File: config.mk
export PLATFORM = sky130hd
export DESIGN_NAME = sarl_engine
export DESIGN_NICKNAME = d
export VERILOG_FILES = /design/src/rtl/sarl_pkg.sv /design/src/rtl/sarl_engine.sv
export SDC_FILE = /design/constraint.sdc
export NUM_CORES = 1
export LEC_CHECK = 0
export BUFFER_PORTS_ARGS = -buffer_cell sky130_fd_sc_hd__clkbuf_2
export CORE_ASPECT_RATIO = 0.9
export CORE_UTILIZATION = 55
export DETAILED_ROUTE_END_ITERATION = 8
export GPL_TIMING_DRIVEN = 0
export PLACE_DENSITY = 0.77
export REMOVE_ABC_BUFFERS = 1
export SLEW_MARGIN = 20
export SYNTH_ARGS = -nofsm -noshare
export SYNTH_HDL_FRONTEND = slang
export SYNTH_SLANG_ARGS = --single-unit
File: constraint.sdc
create_clock -name clk -period 14.1 [get_ports clk]
set_input_delay 2.82 -clock clk [delete_from_list [all_inputs] [get_ports clk]]
set_output_delay 2.82 -clock clk [all_outputs]
set_load 0.005 [all_outputs]
File: src/rtl/sarl_pkg.sv
// ----------------------------------------------------------------------------
// sarl_pkg
// Shared types and codes of the sorted address range lookup.
// ----------------------------------------------------------------------------
package sarl_pkg;

    // operation codes
    localparam logic [1:0] OP_APPEND = 2'd0;
    localparam logic [1:0] OP_LOOKUP = 2'd1;
    localparam logic [1:0] OP_CLEAR  = 2'd2;

    // result status codes
    localparam logic [1:0] STATUS_OK        = 2'd0;
    localparam logic [1:0] STATUS_FULL      = 2'd1;
    localparam logic [1:0] STATUS_NOT_FOUND = 2'd2;

    localparam int IDX_OUT_W = 10;
    localparam int FIELD_W   = 32;

    typedef enum logic [2:0] {
        ST_IDLE,
        ST_FIRST,
        ST_PROBE,
        ST_CHECK,
        ST_BASE_RD,
        ST_BASE,
        ST_DONE
    } state_t;

    typedef struct packed {
        logic [1:0]           status;
        logic [IDX_OUT_W-1:0] entry_index;
        logic [FIELD_W-1:0]   offset;
        logic [FIELD_W-1:0]   span;
    } result_t;

endpackage

File: src/rtl/sarl_engine.sv
// ----------------------------------------------------------------------------
// sarl_engine
// Table control: append, clear and the search sequencer over the start RAM.
// ----------------------------------------------------------------------------
module sarl_engine #(
    parameter int ENTRIES   = 1024,
    parameter int ADDR_BITS = 32
) (
    input  logic                       clk,
    input  logic                       rst_n,
    input  logic                       req_valid,
    output logic                       req_ready,
    input  logic [1:0]                 req_op,
    input  logic [ADDR_BITS-1:0]       req_addr,
    output logic                       res_valid,
    input  logic                       res_ready,
    output sarl_pkg::result_t          res,
    output logic                       ram_we,
    output logic [$clog2(ENTRIES)-1:0] ram_addr,
    output logic [ADDR_BITS-1:0]       ram_wdata,
    input  logic [ADDR_BITS-1:0]       ram_rdata
);

    localparam int IDX_W = $clog2(ENTRIES);
    localparam int CNT_W = $clog2(ENTRIES + 1);

    sarl_pkg::state_t  state_reg, state_next;
    logic [CNT_W-1:0]  count_reg, count_next;
    logic              sorted_reg, sorted_next;
    logic [ADDR_BITS-1:0] last_reg, last_next;
    logic [ADDR_BITS-1:0] query_reg, query_next;
    logic [ADDR_BITS-1:0] upper_reg, upper_next;
    logic [CNT_W-1:0]  lo_reg, lo_next;
    logic [CNT_W-1:0]  hi_reg, hi_next;
    sarl_pkg::result_t res_reg, res_next;

    logic [CNT_W:0]       mid_sum;
    logic [IDX_W-1:0]     mid;
    logic [CNT_W-1:0]     base_idx;
    logic [ADDR_BITS-1:0] offset_diff;
    logic [ADDR_BITS-1:0] span_diff;
    logic                 req_xfer;

    assign req_xfer = req_valid && req_ready;

    // halving step while the table is known ascending, single steps otherwise
    assign mid_sum = {1'b0, lo_reg} + {1'b0, hi_reg};
    assign mid     = sorted_reg ? mid_sum[IDX_W:1] : lo_reg[IDX_W-1:0];

    assign base_idx    = lo_reg - CNT_W'(1);
    assign offset_diff = query_reg - ram_rdata;
    assign span_diff   = upper_reg - ram_rdata;

    always_ff @(posedge clk or negedge rst_n)
    begin
        if (!rst_n)
        begin
            state_reg  <= sarl_pkg::ST_IDLE;
            count_reg  <= '0;
            sorted_reg <= 1'b1;
        end
        else
        begin
            state_reg  <= state_next;
            count_reg  <= count_next;
            sorted_reg <= sorted_next;
        end
    end

    always_ff @(posedge clk)
    begin
        last_reg  <= last_next;
        query_reg <= query_next;
        upper_reg <= upper_next;
        lo_reg    <= lo_next;
        hi_reg    <= hi_next;
        res_reg   <= res_next;
    end

    always_comb
    begin
        state_next  = state_reg;
        count_next  = count_reg;
        sorted_next = sorted_reg;
        last_next   = last_reg;
        query_next  = query_reg;
        upper_next  = upper_reg;
        lo_next     = lo_reg;
        hi_next     = hi_reg;
        res_next    = res_reg;
        req_ready   = 1'b0;
        res_valid   = 1'b0;
        ram_we      = 1'b0;
        ram_addr    = '0;
        ram_wdata   = req_addr;

        unique case (state_reg)
            sarl_pkg::ST_IDLE:
            begin
                req_ready = 1'b1;
                if (req_xfer)
                begin
                    res_next   = '0;
                    query_next = req_addr;
                    state_next = sarl_pkg::ST_DONE;
                    unique case (req_op)
                        sarl_pkg::OP_APPEND:
                        begin
                            if (count_reg == CNT_W'(ENTRIES))
                            begin
                                res_next.status = sarl_pkg::STATUS_FULL;
                            end
                            else
                            begin
                                ram_we   = 1'b1;
                                ram_addr = count_reg[IDX_W-1:0];
                                res_next.entry_index = sarl_pkg::IDX_OUT_W'(count_reg);
                                count_next = count_reg + CNT_W'(1);
                                last_next  = req_addr;
                                if ((count_reg != '0) && (req_addr < last_reg))
                                begin
                                    sorted_next = 1'b0;
                                end
                            end
                        end
                        sarl_pkg::OP_LOOKUP:
                        begin
                            if (count_reg == '0)
                            begin
                                res_next.status = sarl_pkg::STATUS_NOT_FOUND;
                            end
                            else
                            begin
                                // read entry 0 for the below-first check
                                ram_addr   = '0;
                                state_next = sarl_pkg::ST_FIRST;
                            end
                        end
                        sarl_pkg::OP_CLEAR:
                        begin
                            count_next  = '0;
                            sorted_next = 1'b1;
                        end
                        default:
                        begin
                        end
                    endcase
                end
            end
            sarl_pkg::ST_FIRST:
            begin
                lo_next = CNT_W'(1);
                hi_next = count_reg;
                if ((query_reg < ram_rdata) || (count_reg == CNT_W'(1)))
                begin
                    res_next.status = sarl_pkg::STATUS_NOT_FOUND;
                    state_next      = sarl_pkg::ST_DONE;
                end
                else
                begin
                    state_next = sarl_pkg::ST_PROBE;
                end
            end
            sarl_pkg::ST_PROBE:
            begin
                ram_addr   = mid;
                state_next = sarl_pkg::ST_CHECK;
                // park the probe index in the result offset until the compare decides
                res_next.entry_index = sarl_pkg::IDX_OUT_W'(mid);
                res_next.offset      = sarl_pkg::FIELD_W'(mid);
            end
            sarl_pkg::ST_CHECK:
            begin
                // first entry above the query lies at or below the probe
                if (ram_rdata > query_reg)
                begin
                    hi_next    = CNT_W'(res_reg.offset);
                    upper_next = ram_rdata;
                end
                else
                begin
                    lo_next = CNT_W'(res_reg.offset) + CNT_W'(1);
                end
                if (lo_next == hi_next)
                begin
                    if (lo_next == count_reg)
                    begin
                        res_next        = '0;
                        res_next.status = sarl_pkg::STATUS_NOT_FOUND;
                        state_next      = sarl_pkg::ST_DONE;
                    end
                    else
                    begin
                        state_next = sarl_pkg::ST_BASE_RD;
                    end
                end
                else
                begin
                    state_next = sarl_pkg::ST_PROBE;
                end
            end
            sarl_pkg::ST_BASE_RD:
            begin
                ram_addr   = base_idx[IDX_W-1:0];
                state_next = sarl_pkg::ST_BASE;
            end
            sarl_pkg::ST_BASE:
            begin
                res_next.status      = sarl_pkg::STATUS_OK;
                res_next.entry_index = sarl_pkg::IDX_OUT_W'(base_idx);
                res_next.offset      = sarl_pkg::FIELD_W'(offset_diff);
                res_next.span        = sarl_pkg::FIELD_W'(span_diff);
                state_next           = sarl_pkg::ST_DONE;
            end
            sarl_pkg::ST_DONE:
            begin
                res_valid = 1'b1;
                if (res_ready)
                begin
                    state_next = sarl_pkg::ST_IDLE;
                end
            end
            default:
            begin
                state_next = sarl_pkg::ST_IDLE;
            end
        endcase
    end

    assign res = res_reg;

endmodule

==> impl_results.md, run 1 <==
* Worst path buffer plus inverter count at 3
* Busiest grt layer: met2
* Average size of a mapped cell at around 10 sq um
* Hold Crit Class: reg -> reg
* Placer Congestion at roughly 0.94
* Core area at roughly 24,000 sq um
* Final period utilization at 0.5689
* Crit path max fanout at 33
* Clock Skew at approximately 0.021 ns
* Post-CTS Setup Bufs at 0
* P_leak at between 6 and 7 nW
* Via count at between 10k and 15k
* Port buffer count at 190
* Max-slew headroom at 0.2812
* Status: finished, final reports clean
* Post-route setup TNS at 0 ns
* P&R area growth vs syn at 13.76%
* Dpl hpwl at approximately 26 mm
* Vias in the first global route at approximately 9.9k
* Clk_lat worst skew at 0.53 ns
* Routed len/inst at just under 20 um
* Share of cells above drive strength 1 at 0.1800
* Crit path max-delay cell type: nand2_2
* # H-tree levels at 1
* Die Footprint at between 20,000 and 30,000 sq um
* GRT met2 Usage at 0.4151
* Clk sink count at ~210
* Routed wire length at about 35 mm
* DRC viols at 0
* Final Setup Violations at 0
* Initial antenna violation count at 0
* Clock transition at path regs at about 0.060 ns
* Worst Setup Start Kind: input pin
* ANT nets after route at 0
* Crit-path cells: clkbuf_2 -> ha_1 -> inv_1 -> fa_1 -> a211o_1 -> o211ai_1 -> a2111oi_2 -> o2111a_1 -> nand2_1 -> nand2_2 -> a211oi_1 -> nor4_1 -> nand4_1 -> a21oi_4 -> buf_16
* YS warnings at 0
* TritonRoute pass-1 iters at 5
* Hold_buf cts at 0
* Setup CP Type: in -> reg
* Top_reg_cell synth: edfxtp_1
* Iter 0 DRT Violations at 1,083
* Vert. Die Dim at about 150 um
* Vias per inst at between 6 and 7
* Synthesized flop and latch total at approximately 210
* Post-synth EDFFs at 194
* Total power at between 3 and 4 mW
* Met1 GRT Util at 0.3964
* Cell row count at 53
* Gr usage total at 0.2721
* Fin util at 0.6476
* Nets at 1,646
* Die Width at about 170 um
* Gr ovfl total at 0
* # diodes at 0
* Fmax at 124.7 MHz
* Unrepaired setup endpoints after global routing: no
* M3 GR Usage at 0.04784
* Post-synth ARST share at 0.07177
* First-pass GRT wire length at roughly 53 mm
* CP Capture Type: flip-flop
* Unique cell type count in the Yosys netlist at 68
* Largest net degree at the start of global routing at 63
* Seq/Total Area, Yosys at 0.4602
* CP required at roughly 14 ns
* Max FFs per register at 76
* CP arrival at 8.24 ns
* CTS Buffer Depth at 3
* Power Density at a little over 200 nW/um^2
* Total CTS buffers at 24
* TritonCTS clock tree: yes
* CTS resizes at 0
* Final-report hold violation count at 0
* Count of final max-slew check failures at 0
* Synth Cell Area at about 13,000 sq um
* Worst-margin pin slew at ~1.1 ns
* Max VDD drop at roughly 110 uV
* CP top delay family: simple AND/OR/NAND/NOR gates
* CTS Root Cell: clkbuf_16
* Post-Synthesis Cells at approximately 1.3k
* Max-cap violation count at 0
* Fin crit period at approximately 8.0 ns
* Starting Density at 0.5693
* Crit path largest cell delay at about 0.9 ns
* Num ports at between 150 and 200
## cells in the final DEF (no fill, tap or decap), types with 13 or more instances in the layout
cell type  synthesis  layout
xor2_1            54      54
nor2_1           126     124
clkbuf_2           0     190
nand2_1           76      73
o22ai_1           13      13
nand4_1           27      27
a221o_1           14      14
dfrtp_1           14      14
xnor2_1           42      42
a21oi_1           86      84
inv_1            100      99
o211ai_1          16      16
ha_1             108     108
a211oi_1          17      17
clkbuf_16          0      25
edfxtp_1         194     194
o21ai_0           61      61
nor3_1            36      35
mux2i_1           15      15
nand2b_1          17      17
nor2b_1           19      18
nand3_1           26      26
a21o_1            29      29
## synth_stat cells (15+ instances only)
cell	number	area share
o211ai_1	16	0.0089
edfxtp_1	194	0.43
nand4_1	27	0.013
o21ai_0	61	0.023
nor3_1	36	0.013
xnor2_1	42	0.027
clkbuf_1	45	0.013
buf_4	32	0.018
nor2b_1	19	0.0088
mux2i_1	15	0.011
a21oi_1	86	0.032
nand2b_1	17	0.0079
xor2_1	54	0.035
nor2_1	126	0.035
ha_1	108	0.10
a21o_1	29	0.016
nand3_1	26	0.0097
nand2_1	76	0.021
inv_1	100	0.028
a211oi_1	17	0.0095
## area by class of cell
type,instances,area [sq um]
clock buffers,30,654.4
repair buffers,197,1111
inverters,101,379.1
fillers,1870,8343
multi-input cells,932,6529
flip-flops and latches,209,6202
clock inverters,14,77.57
well taps,302,377.9
## kinds of logic after synthesis
logic type      after synthesis  synth area share
simple gates                403            0.1503
xor+xnor                     96           0.06239
fa+ha+maj                   111            0.1047
compound gates              307            0.1502
mux                          15           0.01114
buf+inv                     185           0.06100
flops                       209            0.4602
## routing by layer
metal / vias up / share of wire
met4: 0 / 0.028
met3: 75 / 0.093
met1: 5092 / 0.45
li1: 5095 / -
met5: - / 0
met2: 564 / 0.43
## through the flow
step,hold WS (ns),setup slack (ns),cell area (sq um),std cells
4_1_cts,0.6876,6.236,15330,1785
6_report,0.7054,6.079,15330,1785
3_3_place_gp,0.6470,1.218,14360,1734
2_1_floorplan,0.5758,4.459,13030,1242
3_5_place_dp,0.6772,5.741,14600,1741
5_1_grt,0.7352,5.917,15330,1785
## power by group
group / total (mW) / switching [mW] / leakage, nW / internal, mW
Clock: 0.590 / 0.261 / 0.357 / 0.330
Sequential: 1.17 / 0.182 / 2.06 / 0.984
Combinational: 1.38 / 0.799 / 4.19 / 0.577
Total: 3.13 / 1.24 / 6.60 / 1.89
## path summary, 6_finish.rpt
| path | cells after the start | to | slack (ns) | startpoint |
|---|---|---|---|---|
| max | 15 | res[4] | 6.08 | ram_rdata[0] |
| min | 1 | state_reg[0] | 0.71 | state_reg[0] |
| max reg2reg | 15 | res[4] | 8.18 | query_reg[0] |
| min reg2reg | 1 | state_reg[0] | 0.71 | state_reg[0] |
| max in group asynchronous | 1 | sorted_reg | 11.58 | rst_n |
| min in group asynchronous | 1 | count_reg[9] | 2.20 | rst_n |
Note: power is estimated with default switching activity, not from simulation.
==> run 2, diff against run 1 <==
--- a/config.mk
+++ b/config.mk
@@ -5,6 +5,7 @@
 export SDC_FILE = /design/constraint.sdc
 export NUM_CORES = 1
 export LEC_CHECK = 0
+export ABC_AREA = 1
 export BUFFER_PORTS_ARGS = -buffer_cell sky130_fd_sc_hd__clkbuf_2
 export CORE_ASPECT_RATIO = 0.9
 export CORE_UTILIZATION = 55
==> constraint.sdc (replaced) <==
create_clock -name clk -period 8.3 [get_ports clk]
set_input_delay 1.66 -clock clk [delete_from_list [all_inputs] [get_ports clk]]
set_output_delay 1.66 -clock clk [all_outputs]
set_load 0.005 [all_outputs]
==> run 2 against run 1 <==
Against the previous run:
- wire length up 7.8%
- setup slack worse by 3.8 ns
- power up 57%
- critical path type unchanged
- critical endpoint is now res[46]
==> impl_results.md, run 2 <==
* Total CTS buffers at 24 (unchanged)
* Max-slew headroom at 0.2446 (-0.03667)
* Critical Path Stages at 23 (+8)
* Multi-input logic area at 6390 sq um (-2.1%)
* Initial antenna violation count at 0 (unchanged)
* Max-cap violation count at 0 (unchanged)
* Share of cells above drive strength 1 at 0.1384 (-0.04165)
* Dpl hpwl at 29.09 mm (+13%)
* Hold Crit Class: reg -> reg
* Fin crit period at 6.019 ns
* Worst Hold Depth at 2 (+1)
* Vert. Die Dim at 152.5 um (+1.3%)
* YS warnings at 0 (unchanged)
* Worst path buffer plus inverter count at 5 (+2)
* TritonRoute pass-1 iters at 6 (+1)
* Worst reg-to-reg setup slack at 3.18 ns (-5.00 ns)
* Fmax at about 170 MHz
* Average size of a mapped cell at 8.282 sq um (-19%)
* Post-Synthesis Cells at 1,671 (+26%)
* CTS resizes at 0 (unchanged)
* Power Density at 310.3 nW/um^2 (+52%)
* Area share of fa/ha/maj cells after synthesis at 0.1020 (-0.002746)
* Worst-margin pin slew at 1.132 ns (+0.08093 ns)
* Synth Area in Simple Gates at 0.2059 (+0.05555)
* Largest family of logic cells by synthesized area: simple AND/OR/NAND/NOR gates
* Clk_lat worst skew at 0.52 ns (about the same)
* Crit path max-delay cell type: a21oi_4
* Placer Congestion at 0.9601 (+2.1%)
* # diodes at 0 (unchanged)
* Largest net degree at the start of global routing at 54 (-14%)
* Vias per inst at 5.606 (-7.6%)
* Area leader, netlist: edfxtp_1
* CP required at 8.52 ns (-5.80 ns)
* CP Capture Type: flip-flop
* Clock Skew at 0.01001 ns (-0.01092 ns)
* Worst Setup Start Kind: input pin
* Clk sink count at 209 (unchanged)
* Top_reg_cell synth: edfxtp_1
* Post-synth EDFFs at 194 (unchanged)
* First-pass GRT wire length at 58.02 mm (+9.1%)
* Top cell type's share of synthesized area at 0.4209 (-0.01133)
* Unrepaired setup endpoints after global routing: no
* Count of final max-slew check failures at 0 (unchanged)
* Core area at 24,460 sq um (+3.3%)
* Die Footprint at 25,800 sq um (+2.7%)
* P_leak at 7.470 nW (+13%)
* Hold_buf cts at 0 (unchanged)
* # H-tree levels at 1 (unchanged)
* Most numerous cell in the Yosys netlist: nand2_1
* Synth Area in XOR/XNOR at 0.01835 (-0.04404)
* Setup CP Type: in -> reg
* Max VDD drop at 204.9 uV (+87%)
* Nets at 2,020 (+23%)
* CTS Root Cell: clkbuf_16
* Starting Density at 0.5658 (-0.003424)
* Seq/Total Area, Yosys at 0.4482 (-0.01207)
* Unique cell type count in the Yosys netlist at 52 (-24%)
* Post-synth top cells: nand2_1, inv_1, edfxtp_1
* Most common cell after layout, fill and taps aside: nand2_1
* ANT nets after route at 0 (unchanged)
* Iter 0 DRT Violations at 1,573 (+45%)
* Crit path max fanout at 53 (+61%)
* R2r worst-path depth at 21 (+6)
* CP top delay family: simple AND/OR/NAND/NOR gates
* Largest cells by area after synthesis: edfxtp_1, nand2_1, ha_1, inv_1, a21oi_1
* Num ports at 191 (unchanged)
* Via count at 12.29k (+14%)
* Crit path top cell by count: nand2_1
* Compound-gate portion of the synthesized area at 0.1317 (-0.01849)
* Clock transition at path regs at 0.06 ns (about the same)
* Final-report hold violation count at 0 (unchanged)
* Post-route setup TNS at 0 ns (unchanged)
* Status: finished, final reports clean
* CP arrival at 6.24 ns (-2.00 ns)
* DRC viols at 0 (unchanged)
* Sequential cell area at 6202 sq um (unchanged)
* Total power at 4.921 mW (+57%)
* Crit path largest cell delay at 0.74 ns (-0.18 ns)
* Routed wire length at 37.47 mm (+7.8%)
* Max FFs per register at 76 (unchanged)
* Routed len/inst at 17.08 um (-12%)
* Post-synth ARST share at 0.07177 (unchanged)
* Port buffer count at 190 (unchanged)
* Final Setup Violations at 0 (unchanged)
* Post-CTS Setup Bufs at 0 (unchanged)
* Synth Cell Area at 13,840 sq um (+2.7%)
* Cell row count at 54 (+1.9%)
* Most frequent cells in the layout: nand2_1, inv_1, edfxtp_1
* Final period utilization at 0.7252
* Die Width at 169.2 um (+1.3%)
* P&R area growth vs syn at 14.58%
* CTS Buffer Depth at 3 (unchanged)
* Crit-path cells: clkbuf_2 -> inv_1 -> ha_1 -> nand2_1 -> inv_1 -> nand2_1 -> nand2_1 -> nand2_1 -> nand2_2 -> a21oi_4 -> nand2_4 -> nand2_1 -> nand2_1 -> inv_1 -> nand2_1 -> nand2_1 -> nand2_1 -> nor2_1 -> nand3_1 -> nand2_1 -> nand3_2 -> nor2_4 -> buf_12
* Synthesized flop and latch total at 209 (unchanged)
* Fillers at 2,097 (+12%)
* TritonCTS clock tree: yes
* Gr usage total at 0.2878 (+0.01574)
* Post-synthesis mux area share at 0 (-0.01114)
* Vias in the first global route at 10.87k (+9.6%)
* Gr ovfl total at 0 (unchanged)
[run 2: changes by cell type after synthesis, sizes merged, moves of 27 or more]
| cell | change |
|---|---|
| xor2 | -31 |
| inv | +152 |
| a21oi | +57 |
| xnor2 | -36 |
| nand2 | +325 |
| nor2 | +31 |
| a21o | -27 |
| clkbuf | -33 |
| nand3 | +49 |
| o21ai | +50 |
[run 2: path summary, 6_finish.rpt]
path | end | startpoint
setup reg to reg | res[46] | query_reg[18]
hold reg to reg | count_reg[4] | count_reg[4]
min in group asynchronous | state_reg[0] | rst_n
max in group asynchronous | sorted_reg | rst_n
hold / removal | count_reg[4] | count_reg[4]
setup / recovery | res[46] | ram_rdata[19]
[run 2: cell type report]
| cell class | instances | share of cell area |
|---|---|---|
| Clock buffer | 35 | 0.04308 |
| Clock inverter | 9 | 0.007969 |
| Inverter | 253 | 0.05989 |
| Multi-Input combinational cell | 1155 | 0.4030 |
| Sequential cell | 209 | 0.3911 |
| Tap cell | 336 | 0.02651 |
| Timing Repair Buffer | 196 | 0.06849 |
[run 2: kinds of logic (layout without fill, tap and decap cells)]
logic type / count (synthesis) / in the layout
AO/OA/AOI/OAI: 324 / 324
flip-flops: 209 / 209
AND/OR/NAND/NOR: 691 / 691
XOR/XNOR: 29 / 29
adder cells (fa/ha/maj): 111 / 111
buffers and inverters: 307 / 493
[run 2: routing by layer]
layer  up-vias  track usage  share of wire
li1       5949            -              -
met1      5640       0.4379           0.45
met2       647       0.4309           0.42
met3        57      0.04312           0.10
met4         0      0.06735          0.023
met5         -            0              0
[run 2: power by group]
part	total (mW)	internal [mW]	switching, mW	leakage, nW
Clock	1.08	0.663	0.421	0.384
Combinational	2.01	0.678	1.33	5.06
Sequential	1.83	1.61	0.221	2.02
Total	4.92	2.95	1.97	7.47
[run 2: worst register-to-register path: stages (launching register included)]
cell	delay (ns)
edfxtp_1	0.42
ha_1	0.36
nand2_1	0.15
inv_1	0.05
nand2_1	0.08
nand2_1	0.05
nand2_1	0.07
nand2_2	0.07
a21oi_4	0.74
nand2_4	0.58
nand2_1	0.19
nand2_1	0.14
inv_1	0.11
nand2_1	0.05
nand2_1	0.07
nand2_1	0.09
nor2_1	0.31
nand3_1	0.12
nand2_1	0.11
nand3_2	0.16
nor2_4	0.59
buf_12	0.28
[run 2: per-stage QoR]
step | std cells | setup slack [ns] | hold WS (ns) | instance area, sq um | utilization
detailed placement | 2149 | 1.875 | 0.6303 | 15050 | 0.6153
CTS | 2193 | 2.381 | 0.6360 | 15860 | 0.6484
finish | 2193 | 2.281 | 0.6425 | 15860 | 0.6484
global placement | 2143 | -0.2591 | 0.6162 | 14860 | 0.6076
global route | 2193 | 2.042 | 0.6699 | 15860 | 0.6484
floorplan | 1617 | 2.048 | 0.5414 | 13490 | -
